File: src/hdl/thermal_packet_frame_reassembler_macros.svh
// Assertion macros for the frame reassembler
`ifndef THERMAL_PACKET_FRAME_REASSEMBLER_MACROS_SVH
`define THERMAL_PACKET_FRAME_REASSEMBLER_MACROS_SVH

`ifndef ASSERT_OFF
`define TPFR_ASSERT_RST(lbl, clk, rst_n, prop, msg) \
    lbl: assert property (@(posedge clk) disable iff (!rst_n) prop) else $error(msg);
`define TPFR_ASSERT_CLK(lbl, clk, prop, msg) \
    lbl: assert property (@(posedge clk) prop) else $error(msg);
`else
`define TPFR_ASSERT_RST(lbl, clk, rst_n, prop, msg)
`define TPFR_ASSERT_CLK(lbl, clk, prop, msg)
`endif

`endif

File: src/hdl/tpfr_pkg.sv
package tpfr_pkg;

    localparam int FRAME_COLUMNS      = 160;
    localparam int FRAME_ROWS         = 120;
    localparam int SEGMENTS_PER_FRAME = 4;
    localparam int PACKETS_PER_SEG    = 60;

    localparam int SEG_W   = 4;
    localparam int PKT_W   = 12;
    localparam int IDX_W   = 7;
    localparam int BYTE_W  = 8;
    localparam int ADDR_W  = 15;
    localparam int DATA_W  = 16;
    localparam int CNT_W   = 32;

    localparam int HALF_COLS  = FRAME_COLUMNS / 2;
    localparam int GLOBAL_MAX = 15 * PACKETS_PER_SEG + 4095;
    localparam int GLOBAL_W   = $clog2(GLOBAL_MAX + 1);
    localparam int ROW_W      = GLOBAL_W - 1;
    localparam int PROD_W     = ROW_W + $clog2(FRAME_COLUMNS + 1);
    localparam int IDX_CMP_W  = ($clog2(HALF_COLS + 1) > IDX_W) ?
                                $clog2(HALF_COLS + 1) : IDX_W;

    localparam int Q_DEPTH = 4;
    localparam int Q_AW    = $clog2(Q_DEPTH);
    localparam int Q_CW    = $clog2(Q_DEPTH + 1);

    typedef enum logic [2:0] {
        ST_ACCEPT   = 3'd0,
        ST_DISCARD  = 3'd1,
        ST_INVALID  = 3'd2,
        ST_UNSYNCED = 3'd3,
        ST_ORDER    = 3'd4,
        ST_RESTART  = 3'd5,
        ST_ROW      = 3'd6
    } t_status;

    typedef struct packed {
        logic              header_valid;
        logic              discard;
        logic [SEG_W-1:0]  segment;
        logic [PKT_W-1:0]  pkt_num;
        logic [IDX_W-1:0]  word_index;
        logic [BYTE_W-1:0] pixel_high;
        logic [BYTE_W-1:0] pixel_low;
        logic              first;
        logic              start;
        logic              last_pos;
        logic              row_ok;
        logic [ROW_W-1:0]  row;
        logic              half;
        logic              idx_in_range;
        logic              idx_last;
    } t_item;

endpackage

File: src/hdl/tpfr_front.sv
module tpfr_front
    import tpfr_pkg::*;
(
    input  logic              i_header_valid,
    input  logic              i_discard,
    input  logic [SEG_W-1:0]  i_segment,
    input  logic [PKT_W-1:0]  i_pkt_num,
    input  logic [IDX_W-1:0]  i_word_index,
    input  logic [BYTE_W-1:0] i_pixel_high,
    input  logic [BYTE_W-1:0] i_pixel_low,
    output t_item             o_item
);

    logic [GLOBAL_W-1:0]  global_no;
    logic [IDX_CMP_W-1:0] idx_ext;

    always_comb begin
        global_no = GLOBAL_W'(i_segment) * GLOBAL_W'(PACKETS_PER_SEG)
                  + GLOBAL_W'(i_pkt_num);
        idx_ext   = IDX_CMP_W'(i_word_index);

        o_item.header_valid  = i_header_valid;
        o_item.discard       = i_discard;
        o_item.segment       = i_segment;
        o_item.pkt_num       = i_pkt_num;
        o_item.word_index    = i_word_index;
        o_item.pixel_high    = i_pixel_high;
        o_item.pixel_low     = i_pixel_low;
        o_item.first         = (i_word_index == '0);
        o_item.start         = (i_segment == '0) && (i_pkt_num == '0);
        o_item.last_pos      = (i_segment == SEG_W'(SEGMENTS_PER_FRAME - 1)) &&
                               (i_pkt_num == PKT_W'(PACKETS_PER_SEG - 1));
        o_item.row           = global_no[GLOBAL_W-1:1];
        o_item.half          = global_no[0];
        o_item.row_ok        = (global_no[GLOBAL_W-1:1] < ROW_W'(FRAME_ROWS));
        o_item.idx_in_range  = (idx_ext < IDX_CMP_W'(HALF_COLS));
        o_item.idx_last      = (idx_ext == IDX_CMP_W'(HALF_COLS - 1));
    end

endmodule

File: src/hdl/tpfr_queue.sv
module tpfr_queue
    import tpfr_pkg::*;
(
    input  logic  i_clk,
    input  logic  i_rst_n,
    input  logic  i_push,
    input  t_item i_item,
    output logic  o_full,
    input  logic  i_pop,
    output logic  o_valid,
    output t_item o_item
);

    t_item            r_mem [Q_DEPTH];
    logic [Q_AW-1:0]  r_wr_ptr;
    logic [Q_AW-1:0]  r_rd_ptr;
    logic [Q_CW-1:0]  r_count;
    logic             do_push;
    logic             do_pop;

    assign o_full  = (r_count == Q_CW'(Q_DEPTH));
    assign o_valid = (r_count != '0);
    assign o_item  = r_mem[r_rd_ptr];
    assign do_push = i_push && !o_full;
    assign do_pop  = i_pop && o_valid;

    always_ff @(posedge i_clk) begin
        if (do_push) begin
            r_mem[r_wr_ptr] <= i_item;
        end
    end

    always_ff @(posedge i_clk) begin
        if (!i_rst_n) begin
            r_wr_ptr <= '0;
            r_rd_ptr <= '0;
            r_count  <= '0;
        end else begin
            if (do_push) begin
                r_wr_ptr <= r_wr_ptr + 1'b1;
            end
            if (do_pop) begin
                r_rd_ptr <= r_rd_ptr + 1'b1;
            end
            r_count <= r_count + Q_CW'(do_push) - Q_CW'(do_pop);
        end
    end

endmodule

File: src/hdl/tpfr_back.sv
`include "thermal_packet_frame_reassembler_macros.svh"

module tpfr_back
    import tpfr_pkg::*;
(
    input  logic              i_clk,
    input  logic              i_rst_n,
    input  logic              i_q_valid,
    input  t_item             i_item,
    output logic              o_q_pop,
    output logic              o_valid,
    input  logic              i_stall,
    output logic [2:0]        o_status,
    output logic              o_write_enable,
    output logic [ADDR_W-1:0] o_write_address,
    output logic [DATA_W-1:0] o_write_data,
    output logic              o_frame_done,
    output logic [CNT_W-1:0]  o_frame_count,
    output logic [CNT_W-1:0]  o_sync_error_count,
    output logic [CNT_W-1:0]  o_drop_count
);

    logic              r_in_sync, n_in_sync;
    logic [SEG_W-1:0]  r_exp_seg, n_exp_seg;
    logic [PKT_W-1:0]  r_exp_pkt, n_exp_pkt;
    logic              r_taken, n_taken;
    logic              r_closing, n_closing;
    logic [ADDR_W-1:0] r_base, n_base;
    t_status           r_held, n_held;
    logic [CNT_W-1:0]  r_frames, n_frames;
    logic [CNT_W-1:0]  r_errors, n_errors;
    logic [CNT_W-1:0]  r_drops, n_drops;

    logic              r_o_valid;
    t_status           r_o_status;
    logic              r_o_we, n_we;
    logic [ADDR_W-1:0] r_o_addr, n_addr;
    logic [DATA_W-1:0] r_o_data, n_data;
    logic              r_o_done, n_done;

    logic [SEG_W-1:0]  eff_seg;
    logic [PKT_W-1:0]  eff_pkt;
    logic [PROD_W-1:0] base_full;
    t_status           cand_status;
    logic              matched;

    assign o_q_pop = i_q_valid && (!r_o_valid || !i_stall);

    always_comb begin
        base_full = PROD_W'(i_item.row) * PROD_W'(FRAME_COLUMNS)
                  + (i_item.half ? PROD_W'(HALF_COLS) : '0);
        eff_seg   = r_in_sync ? r_exp_seg : '0;
        eff_pkt   = r_in_sync ? r_exp_pkt : '0;
        matched   = (i_item.segment == eff_seg) && (i_item.pkt_num == eff_pkt);
        cand_status = matched ? ST_ACCEPT : ST_RESTART;

        n_in_sync = r_in_sync;
        n_exp_seg = r_exp_seg;
        n_exp_pkt = r_exp_pkt;
        n_taken   = r_taken;
        n_closing = r_closing;
        n_base    = r_base;
        n_held    = r_held;
        n_frames  = r_frames;
        n_errors  = r_errors;
        n_drops   = r_drops;
        n_we      = 1'b0;
        n_addr    = '0;
        n_data    = '0;
        n_done    = 1'b0;

        if (i_item.first) begin
            n_taken   = 1'b0;
            n_closing = 1'b0;
            if (!i_item.header_valid) begin
                n_errors  = r_errors + 1'b1;
                n_drops   = r_drops + 1'b1;
                n_in_sync = 1'b0;
                n_exp_seg = '0;
                n_exp_pkt = '0;
                n_held    = ST_INVALID;
            end else if (i_item.discard) begin
                n_drops = r_drops + 1'b1;
                n_held  = ST_DISCARD;
            end else if (!r_in_sync && !i_item.start) begin
                n_held = ST_UNSYNCED;
            end else if (!matched && !i_item.start) begin
                n_errors  = r_errors + 1'b1;
                n_drops   = r_drops + 1'b1;
                n_in_sync = 1'b0;
                n_exp_seg = '0;
                n_exp_pkt = '0;
                n_held    = ST_ORDER;
            end else if (matched && !i_item.row_ok) begin
                n_errors  = r_errors + 1'b1;
                n_drops   = r_drops + 1'b1;
                n_in_sync = 1'b0;
                n_exp_seg = '0;
                n_exp_pkt = '0;
                n_held    = ST_ROW;
            end else begin
                if (!matched) begin
                    n_errors = r_errors + 1'b1;
                    n_drops  = r_drops + 1'b1;
                end
                n_in_sync = 1'b1;
                n_base    = base_full[ADDR_W-1:0];
                n_taken   = 1'b1;
                n_held    = cand_status;
                if (!matched) begin
                    n_exp_seg = '0;
                    n_exp_pkt = PKT_W'(1);
                end else begin
                    n_exp_seg = eff_seg;
                    n_exp_pkt = eff_pkt;
                end
                if (i_item.last_pos) begin
                    n_closing = 1'b1;
                    n_exp_seg = '0;
                    n_exp_pkt = '0;
                end else if (matched) begin
                    if ({1'b0, eff_pkt} + 1'b1 < (PKT_W + 1)'(PACKETS_PER_SEG)) begin
                        n_exp_pkt = eff_pkt + 1'b1;
                    end else begin
                        n_exp_pkt = '0;
                        n_exp_seg = eff_seg + 1'b1;
                    end
                end else if (PACKETS_PER_SEG == 1) begin
                    n_exp_pkt = '0;
                    n_exp_seg = SEG_W'(1);
                end
            end
        end

        if (n_taken && i_item.idx_in_range) begin
            n_we   = 1'b1;
            n_addr = n_base + ADDR_W'(i_item.word_index);
            n_data = {i_item.pixel_high, i_item.pixel_low};
            if (n_closing && i_item.idx_last) begin
                n_done    = 1'b1;
                n_frames  = r_frames + 1'b1;
                n_closing = 1'b0;
            end
        end
    end

    always_ff @(posedge i_clk) begin
        if (!i_rst_n) begin
            r_in_sync <= 1'b0;
            r_exp_seg <= '0;
            r_exp_pkt <= '0;
            r_taken   <= 1'b0;
            r_closing <= 1'b0;
            r_base    <= '0;
            r_held    <= ST_UNSYNCED;
            r_frames  <= '0;
            r_errors  <= '0;
            r_drops   <= '0;
            r_o_valid <= 1'b0;
        end else begin
            if (o_q_pop) begin
                r_in_sync <= n_in_sync;
                r_exp_seg <= n_exp_seg;
                r_exp_pkt <= n_exp_pkt;
                r_taken   <= n_taken;
                r_closing <= n_closing;
                r_base    <= n_base;
                r_held    <= n_held;
                r_frames  <= n_frames;
                r_errors  <= n_errors;
                r_drops   <= n_drops;
                r_o_valid <= 1'b1;
            end else if (!i_stall) begin
                r_o_valid <= 1'b0;
            end
        end
    end

    always_ff @(posedge i_clk) begin
        if (o_q_pop) begin
            r_o_status <= n_held;
            r_o_we     <= n_we;
            r_o_addr   <= n_addr;
            r_o_data   <= n_data;
            r_o_done   <= n_done;
        end
    end

    assign o_valid            = r_o_valid;
    assign o_status           = r_o_status;
    assign o_write_enable     = r_o_we;
    assign o_write_address    = r_o_addr;
    assign o_write_data       = r_o_data;
    assign o_frame_done       = r_o_done;
    assign o_frame_count      = r_frames;
    assign o_sync_error_count = r_errors;
    assign o_drop_count       = r_drops;

    `TPFR_ASSERT_RST(a_closing_needs_taken, i_clk, i_rst_n, r_closing |-> r_taken, "closing without taken packet")
    `TPFR_ASSERT_RST(a_done_needs_write, i_clk, i_rst_n, (r_o_valid && r_o_done) |-> r_o_we, "frame done without write")
    `TPFR_ASSERT_RST(a_write_status, i_clk, i_rst_n, (r_o_valid && r_o_we) |-> ((r_o_status == ST_ACCEPT) || (r_o_status == ST_RESTART)), "write on dropped packet")
    `TPFR_ASSERT_RST(a_frames_on_done, i_clk, i_rst_n, (r_frames != $past(r_frames)) |-> (r_o_valid && r_o_done), "frame count moved without frame done")

endmodule

File: src/hdl/thermal_packet_frame_reassembler.sv
// Path: an accepted transaction is written into the queue, then popped into the output
// register, which presents it to the output handshake.
// Throughput: one transaction per cycle while the output is not stalled.
// Stalls: an output stall holds the output register and fills the 4-entry queue; the input
// stalls when the queue holds 4 and resumes at the edge after a pop frees an entry.
// Reset: synchronous, active low; clears sync state, counters and the queue.
module thermal_packet_frame_reassembler
    import tpfr_pkg::*;
(
    input  logic              i_clk,
    input  logic              i_rst_n,
    input  logic              i_valid,
    output logic              o_stall,
    input  logic              i_header_valid,
    input  logic              i_discard,
    input  logic [SEG_W-1:0]  i_segment,
    input  logic [PKT_W-1:0]  i_pkt_num,
    input  logic [IDX_W-1:0]  i_word_index,
    input  logic [BYTE_W-1:0] i_pixel_high,
    input  logic [BYTE_W-1:0] i_pixel_low,
    output logic              o_valid,
    input  logic              i_stall,
    output logic [2:0]        o_status,
    output logic              o_write_enable,
    output logic [ADDR_W-1:0] o_write_address,
    output logic [DATA_W-1:0] o_write_data,
    output logic              o_frame_done,
    output logic [CNT_W-1:0]  o_frame_count,
    output logic [CNT_W-1:0]  o_sync_error_count,
    output logic [CNT_W-1:0]  o_drop_count
);

    t_item front_item;
    t_item q_item;
    logic  q_full;
    logic  q_valid;
    logic  q_pop;

    assign o_stall = q_full;

    tpfr_front u_front (
        .i_header_valid  (i_header_valid),
        .i_discard       (i_discard),
        .i_segment       (i_segment),
        .i_pkt_num       (i_pkt_num),
        .i_word_index    (i_word_index),
        .i_pixel_high    (i_pixel_high),
        .i_pixel_low     (i_pixel_low),
        .o_item          (front_item)
    );

    tpfr_queue u_queue (
        .i_clk   (i_clk),
        .i_rst_n (i_rst_n),
        .i_push  (i_valid),
        .i_item  (front_item),
        .o_full  (q_full),
        .i_pop   (q_pop),
        .o_valid (q_valid),
        .o_item  (q_item)
    );

    tpfr_back u_back (
        .i_clk              (i_clk),
        .i_rst_n            (i_rst_n),
        .i_q_valid          (q_valid),
        .i_item             (q_item),
        .o_q_pop            (q_pop),
        .o_valid            (o_valid),
        .i_stall            (i_stall),
        .o_status           (o_status),
        .o_write_enable     (o_write_enable),
        .o_write_address    (o_write_address),
        .o_write_data       (o_write_data),
        .o_frame_done       (o_frame_done),
        .o_frame_count      (o_frame_count),
        .o_sync_error_count (o_sync_error_count),
        .o_drop_count       (o_drop_count)
    );

endmodule

File: config.mk
export PLATFORM = sky130hd
export DESIGN_NAME = thermal_packet_frame_reassembler
export DESIGN_NICKNAME = d
export VERILOG_FILES = /design/src/hdl/tpfr_pkg.sv /design/src/hdl/tpfr_front.sv /design/src/hdl/tpfr_queue.sv /design/src/hdl/tpfr_back.sv /design/src/hdl/thermal_packet_frame_reassembler.sv
export VERILOG_INCLUDE_DIRS = /design/src /design/src/hdl
export SDC_FILE = /design/constraint.sdc
export NUM_CORES = 1
export LEC_CHECK = 0
export ABC_AREA = 0
export BUFFER_PORTS_ARGS = -buffer_cell sky130_fd_sc_hd__buf_4
export CORE_MARGIN = 2
export CORE_UTILIZATION = 50
export CTS_CLUSTER_SIZE = 20
export DETAILED_ROUTE_END_ITERATION = 10
export PLACE_DENSITY = 0.7
export SLEW_MARGIN = 25
export SYNTH_ARGS = -nofsm -noshare
export SYNTH_HDL_FRONTEND = slang
export SYNTH_SLANG_ARGS = --single-unit
File: constraint.sdc
create_clock -name i_clk -period 6.3 [get_ports i_clk]
set_input_delay 0 -clock i_clk [delete_from_list [all_inputs] [get_ports i_clk]]
set_output_delay 0 -clock i_clk [all_outputs]
set_load 0.1 [all_outputs]
==> results by stage <==
Outcome:
- The flow ran to the end, and the final reports show no timing, DRC or antenna violations.

Die:
- The total area inside the core boundary comes to 36300 um2.
- The number of placed I/O pins is 179.
- The die is 196 um wide.
- The starting density of the core is 50.5%.
- The die area is 38200 um2.
- Row generation in the floorplan step produced 70 rows.
- The vertical die dimension is 196 um.

Pwr:
- The part of the power in the clock network is 26.4%.
- The power share of the sequential group is 36.0%.
- The analysis attributes to cell leakage a power of 8.01 nW.
- Summed over all nets, the switching power comes to 3.60 mW.
- Combinational logic is responsible for 37.7% of the overall power.
- The worst voltage drop across the vdd grid is 0.339 mV.
- In this run the power density over the cells is 429 nW/um2.
- The share of total power consumed by net switching is 38.1%.
- The internal portion of total power is 5.83 mW.

Routing:
- The routed wirelength normalized by instance count is 18.1 um.
- The via density per instance is 5.65.
- The overall routed net length is 39700 um.
- After the first detailed-routing iteration, the DRC count stood at 678.
- For this run, design rule violations remaining after detail routing come to 0.
- The first TritonRoute pass finished after 5 iterations.
- The count of nets left with antenna violations once routing finished came out at 0.
- The count of vias placed by the detailed router is 12400.

Layout:
- From synthesis to final layout, the design area changed by 19.9%.
- The share of the core filled with cells in the final layout is 60.5%.
- The fraction of layout cells with a size suffix above 1 is 20.1%.
- The total inserted antenna cells is 0.
- The layout has 2838 filler cells.
- The finished layout cell area is 22000 um2.
- The net total in the final layout is 1797.

Logic synthesis:
- After synthesis the cells add up to 18300 um2.
- Synthesis inferred 403 register bits.
- sky130_fd_sc_hd__edfxtp_1 is the most common cell in the netlist.
- The number of different library cells used by synthesis comes to 69.
- The number of flops mapped to enable cells by yosys is 260.
- The per-instance average area after synthesis is 12.5 um2.
- Counting instances in the post-synthesis netlist gives the leading cell types as 260 x sky130_fd_sc_hd__edfxtp_1, 143 x sky130_fd_sc_hd__dfxtp_1, 119 x sky130_fd_sc_hd__nor2_1.
- The most used flip-flop cell after synthesis is sky130_fd_sc_hd__edfxtp_1.
- In the synthesized netlist, the number of instances is 1470.
- The total nets after synthesis is 1578.
- During synthesis, Yosys emitted a total of 0 warnings.
- The largest total area in the synthesized netlist belongs to sky130_fd_sc_hd__edfxtp_1.
- The proportion of netlist area held by the largest area contributor is 42.6%.
- By area the synthesized netlist is led by sky130_fd_sc_hd__edfxtp_1 43%, sky130_fd_sc_hd__dfxtp_1 16%, sky130_fd_sc_hd__mux4_2 6.9%.
- After synthesis, the share of flip-flops with an asynchronous set or reset is 0%.
- The share of the Yosys chip area taken by registers is 58.2%.

Clock tree:
- TritonCTS built the clock tree.
- For the worst-skew pair, the clock arrives at the later sink with an insertion delay of 0.55 ns.
- The longest clock path from root to sink contains 3 buffers.
- The level count of the clock H-tree is 2.
- After clock tree synthesis, the repair step resized 0 gates.
- The cell sitting at the root of the clock tree is a sky130_fd_sc_hd__clkbuf_16.
- The number of clock buffers added by TritonCTS is 44.
- The clock edge transition at the registers on the reported setup and hold paths is 0.06 ns.
- The CTS sink count is 403.

Timing:
- For this run, the top clock speed supported by timing is 0.177 GHz.
- The part of the cycle the worst path needs is 89.9%.
- The setup total negative slack is 0 ns.
- The number of hold violations in the final report is 0.
- Headroom to the max-slew limit came out at 34.5%.
- The clock tree skew after final layout is 0.0102 ns.
- Setup violations remaining at the end of the flow were counted as 0.
- For the pin with the worst max-slew slack, the measured transition is 0.982 ns.
- Setup repair after global routing left no endpoint under its margin.
- The smallest clock period supported by the final layout is computed as 5.67 ns.
- The number of slew-limit violations in the final report is 0.

Setup path:
- The highest net fanout along the worst path is 20.
- On the critical path, the stage with the largest delay is an instance of sky130_fd_sc_hd__mux4_2.
- The element type at the critical path end is a register.
- The biggest cell delay along the critical path is 0.58 ns.
- Counting both buffers and inverters, the worst setup path holds a total of 1.
- The arrival time of the worst setup path is 6.06 ns.
- The critical path goes through mux4_2, nor3b_1, a31oi_1, a22o_1, o31a_1, a22oi_1, buf_4, nand2_1, fa_1, nor2b_1, o21ai_0, a21boi_0, o21ai_0, a21boi_0, or2_2, or4b_1, a21o_1, a21oi_1.
- The category of cells accounting for the largest share of critical-path delay is compound AO/OA/AOI/OAI gates.
- The critical path is of the reg -> reg type.
- For the worst setup path, the data required time is 6.70 ns.
- The critical path launch point type is a register.

Global route:
- For this run the aggregate overflow at the end of global routing stands at 0.
- The number of antenna violations at the first check in global routing is 0.
- The maximum number of pins on one net before global-route repair is 84.
- In the global route stage, overall resource usage came out at 20.7%.
- The number of global-route vias before repair came to 12100.
- The first global-routing pass estimated 63100 um of wire.

Hold path:
- The class of the worst hold path is in -> reg.

Place:
- Input and output buffers added on the ports amount to 178.
- Routability-driven placement finished with a final weighted congestion of 0.834.
- Once placement finished, the instance area stood at 20100 um2.
- The post-detailed-placement half-perimeter wirelength is 25800 um.

Run:
- The count of max-cap constraint violations is 0.
## layout make-up
| cell class | instances | area, um2 | share of cell area [%] |
|---|---|---|---|
| Sequential cell | 403 | 10700 | 48.5 |
| Clock inverter | 21 | 198 | 0.899 |
| Timing Repair Buffer | 243 | 1930 | 8.78 |
| Inverter | 47 | 178 | 0.808 |
| Tap cell | 468 | 586 | 2.66 |
| Multi-Input combinational cell | 950 | 7210 | 32.8 |
| Clock buffer | 61 | 1210 | 5.52 |
## per-stage QoR
stage / worst slack [ns] / instances / hold WS [ns] / total power, mW
finish: 0.635 / 2193 / 0.0470 / 9.43
global route: 0.206 / 2193 / 0.0698 / 9.91
CTS: 0.637 / 2193 / 0.0413 / 9.52
detailed placement: 0.672 / 2068 / 0.204 / 6.98
global placement: 0.834 / 2068 / 0.199 / 6.94
floorplan: 0.898 / 1470 / 0.0989 / 6.16
## path summary, 6_finish.rpt
check                                    from                                       end  slack [ns]  cells past startpoint
max reg2reg                          register  u_back.o_write_address[14]$_SDFFCE_PN0P_        0.63                     18
min reg2reg  u_back.r_exp_seg[1]$_SDFFE_PN0P_          u_back.r_exp_seg[1]$_SDFFE_PN0P_        0.46                      2
min                                   i_valid          u_queue.r_wr_ptr[0]$_SDFFE_PN0P_        0.05                      4
max                                  register  u_back.o_write_address[14]$_SDFFCE_PN0P_        0.63                     18
## power by group through the flow
| stage | combinational (mW) | sequential (mW) | clock, mW |
|---|---|---|---|
| 2_1_floorplan | 1.91 | 4.25 | 0 |
| 3_3_place_gp | 3.50 | 3.44 | 0 |
| 3_5_place_dp | 3.54 | 3.45 | 0 |
| 4_1_cts | 3.58 | 3.40 | 2.54 |
| 6_report | 3.55 | 3.39 | 2.48 |
| 5_1_grt | 3.83 | 3.43 | 2.65 |
## layout by cell type, fill, tap and decap left out, drive strengths merged, types with 12 or more instances in the layout
master	netlist	layout
xnor2	69	69
and4	18	18
clkinv	0	17
nor4	23	23
dfxtp	143	143
mux4	56	56
and2	22	22
nor2b	24	24
a21oi	67	67
inv	47	48
nand4	33	33
a21o	12	12
and3	31	31
o21ai	25	25
ha	54	54
buf	17	200
edfxtp	260	260
dlygate4sd3	0	43
nand3	51	51
nor2	119	119
or4	27	27
nor3	30	30
xor2	44	44
nand2	104	104
clkbuf	53	61
o31ai	25	25
## flip-flops by register name (all words and copies together) (netlist names), 3 cells and up, named ones only
| signal | count |
|---|---|
| u_queue.r_count | 3 |
| u_back.o_drop_count | 32 |
| u_back.r_base | 15 |
| u_back.o_frame_count | 32 |
| u_back.r_held | 3 |
| u_back.r_exp_pkt | 12 |
| u_back.o_status | 3 |
| u_queue.r_mem | 224 |
| u_back.o_write_address | 15 |
| u_back.o_write_data | 16 |
| u_back.r_exp_seg | 4 |
| u_back.o_sync_error_count | 32 |
## cell families (layout without fill, tap and decap cells)
kind of cell | Yosys count | in the layout | share of synthesized area, %
adder cells (fa/ha/maj) | 63 | 63 | 4.67
multiplexers | 66 | 66 | 7.43
buffers and inverters | 117 | 372 | 2.63
XOR/XNOR | 113 | 113 | 5.40
AND/OR/NAND/NOR | 518 | 518 | 14.9
flip-flops | 403 | 403 | 58.2
AO/OA/AOI/OAI | 190 | 190 | 6.80
## metal layers
metal | global-route usage (%) | part of all wire [%]
met2 | 34.5 | 47
met4 | 6.30 | 2.5
met3 | 3.35 | 5.3
met5 | 0 | 0
met1 | 27.9 | 45
## worst reg2reg max path: cells and delay by family, from the launching register on
family	cells	cell delay, ns
AO/OA/AOI/OAI	10	2.43
AND/OR/NAND/NOR	5	1.21
multiplexers	1	0.59
flip-flops	1	0.57
adder cells (fa/ha/maj)	1	0.43
buffers and inverters	1	0.30
## what timing repair did
| item | 4_1_cts | 5_1_grt |
|---|---|---|
| hold buffers | 43 | 0 |
| buffers inserted | 0 | 0 |
| endpoints found under the hold margin | 215 | 0 |
Power figures use the tool's default switching activity.
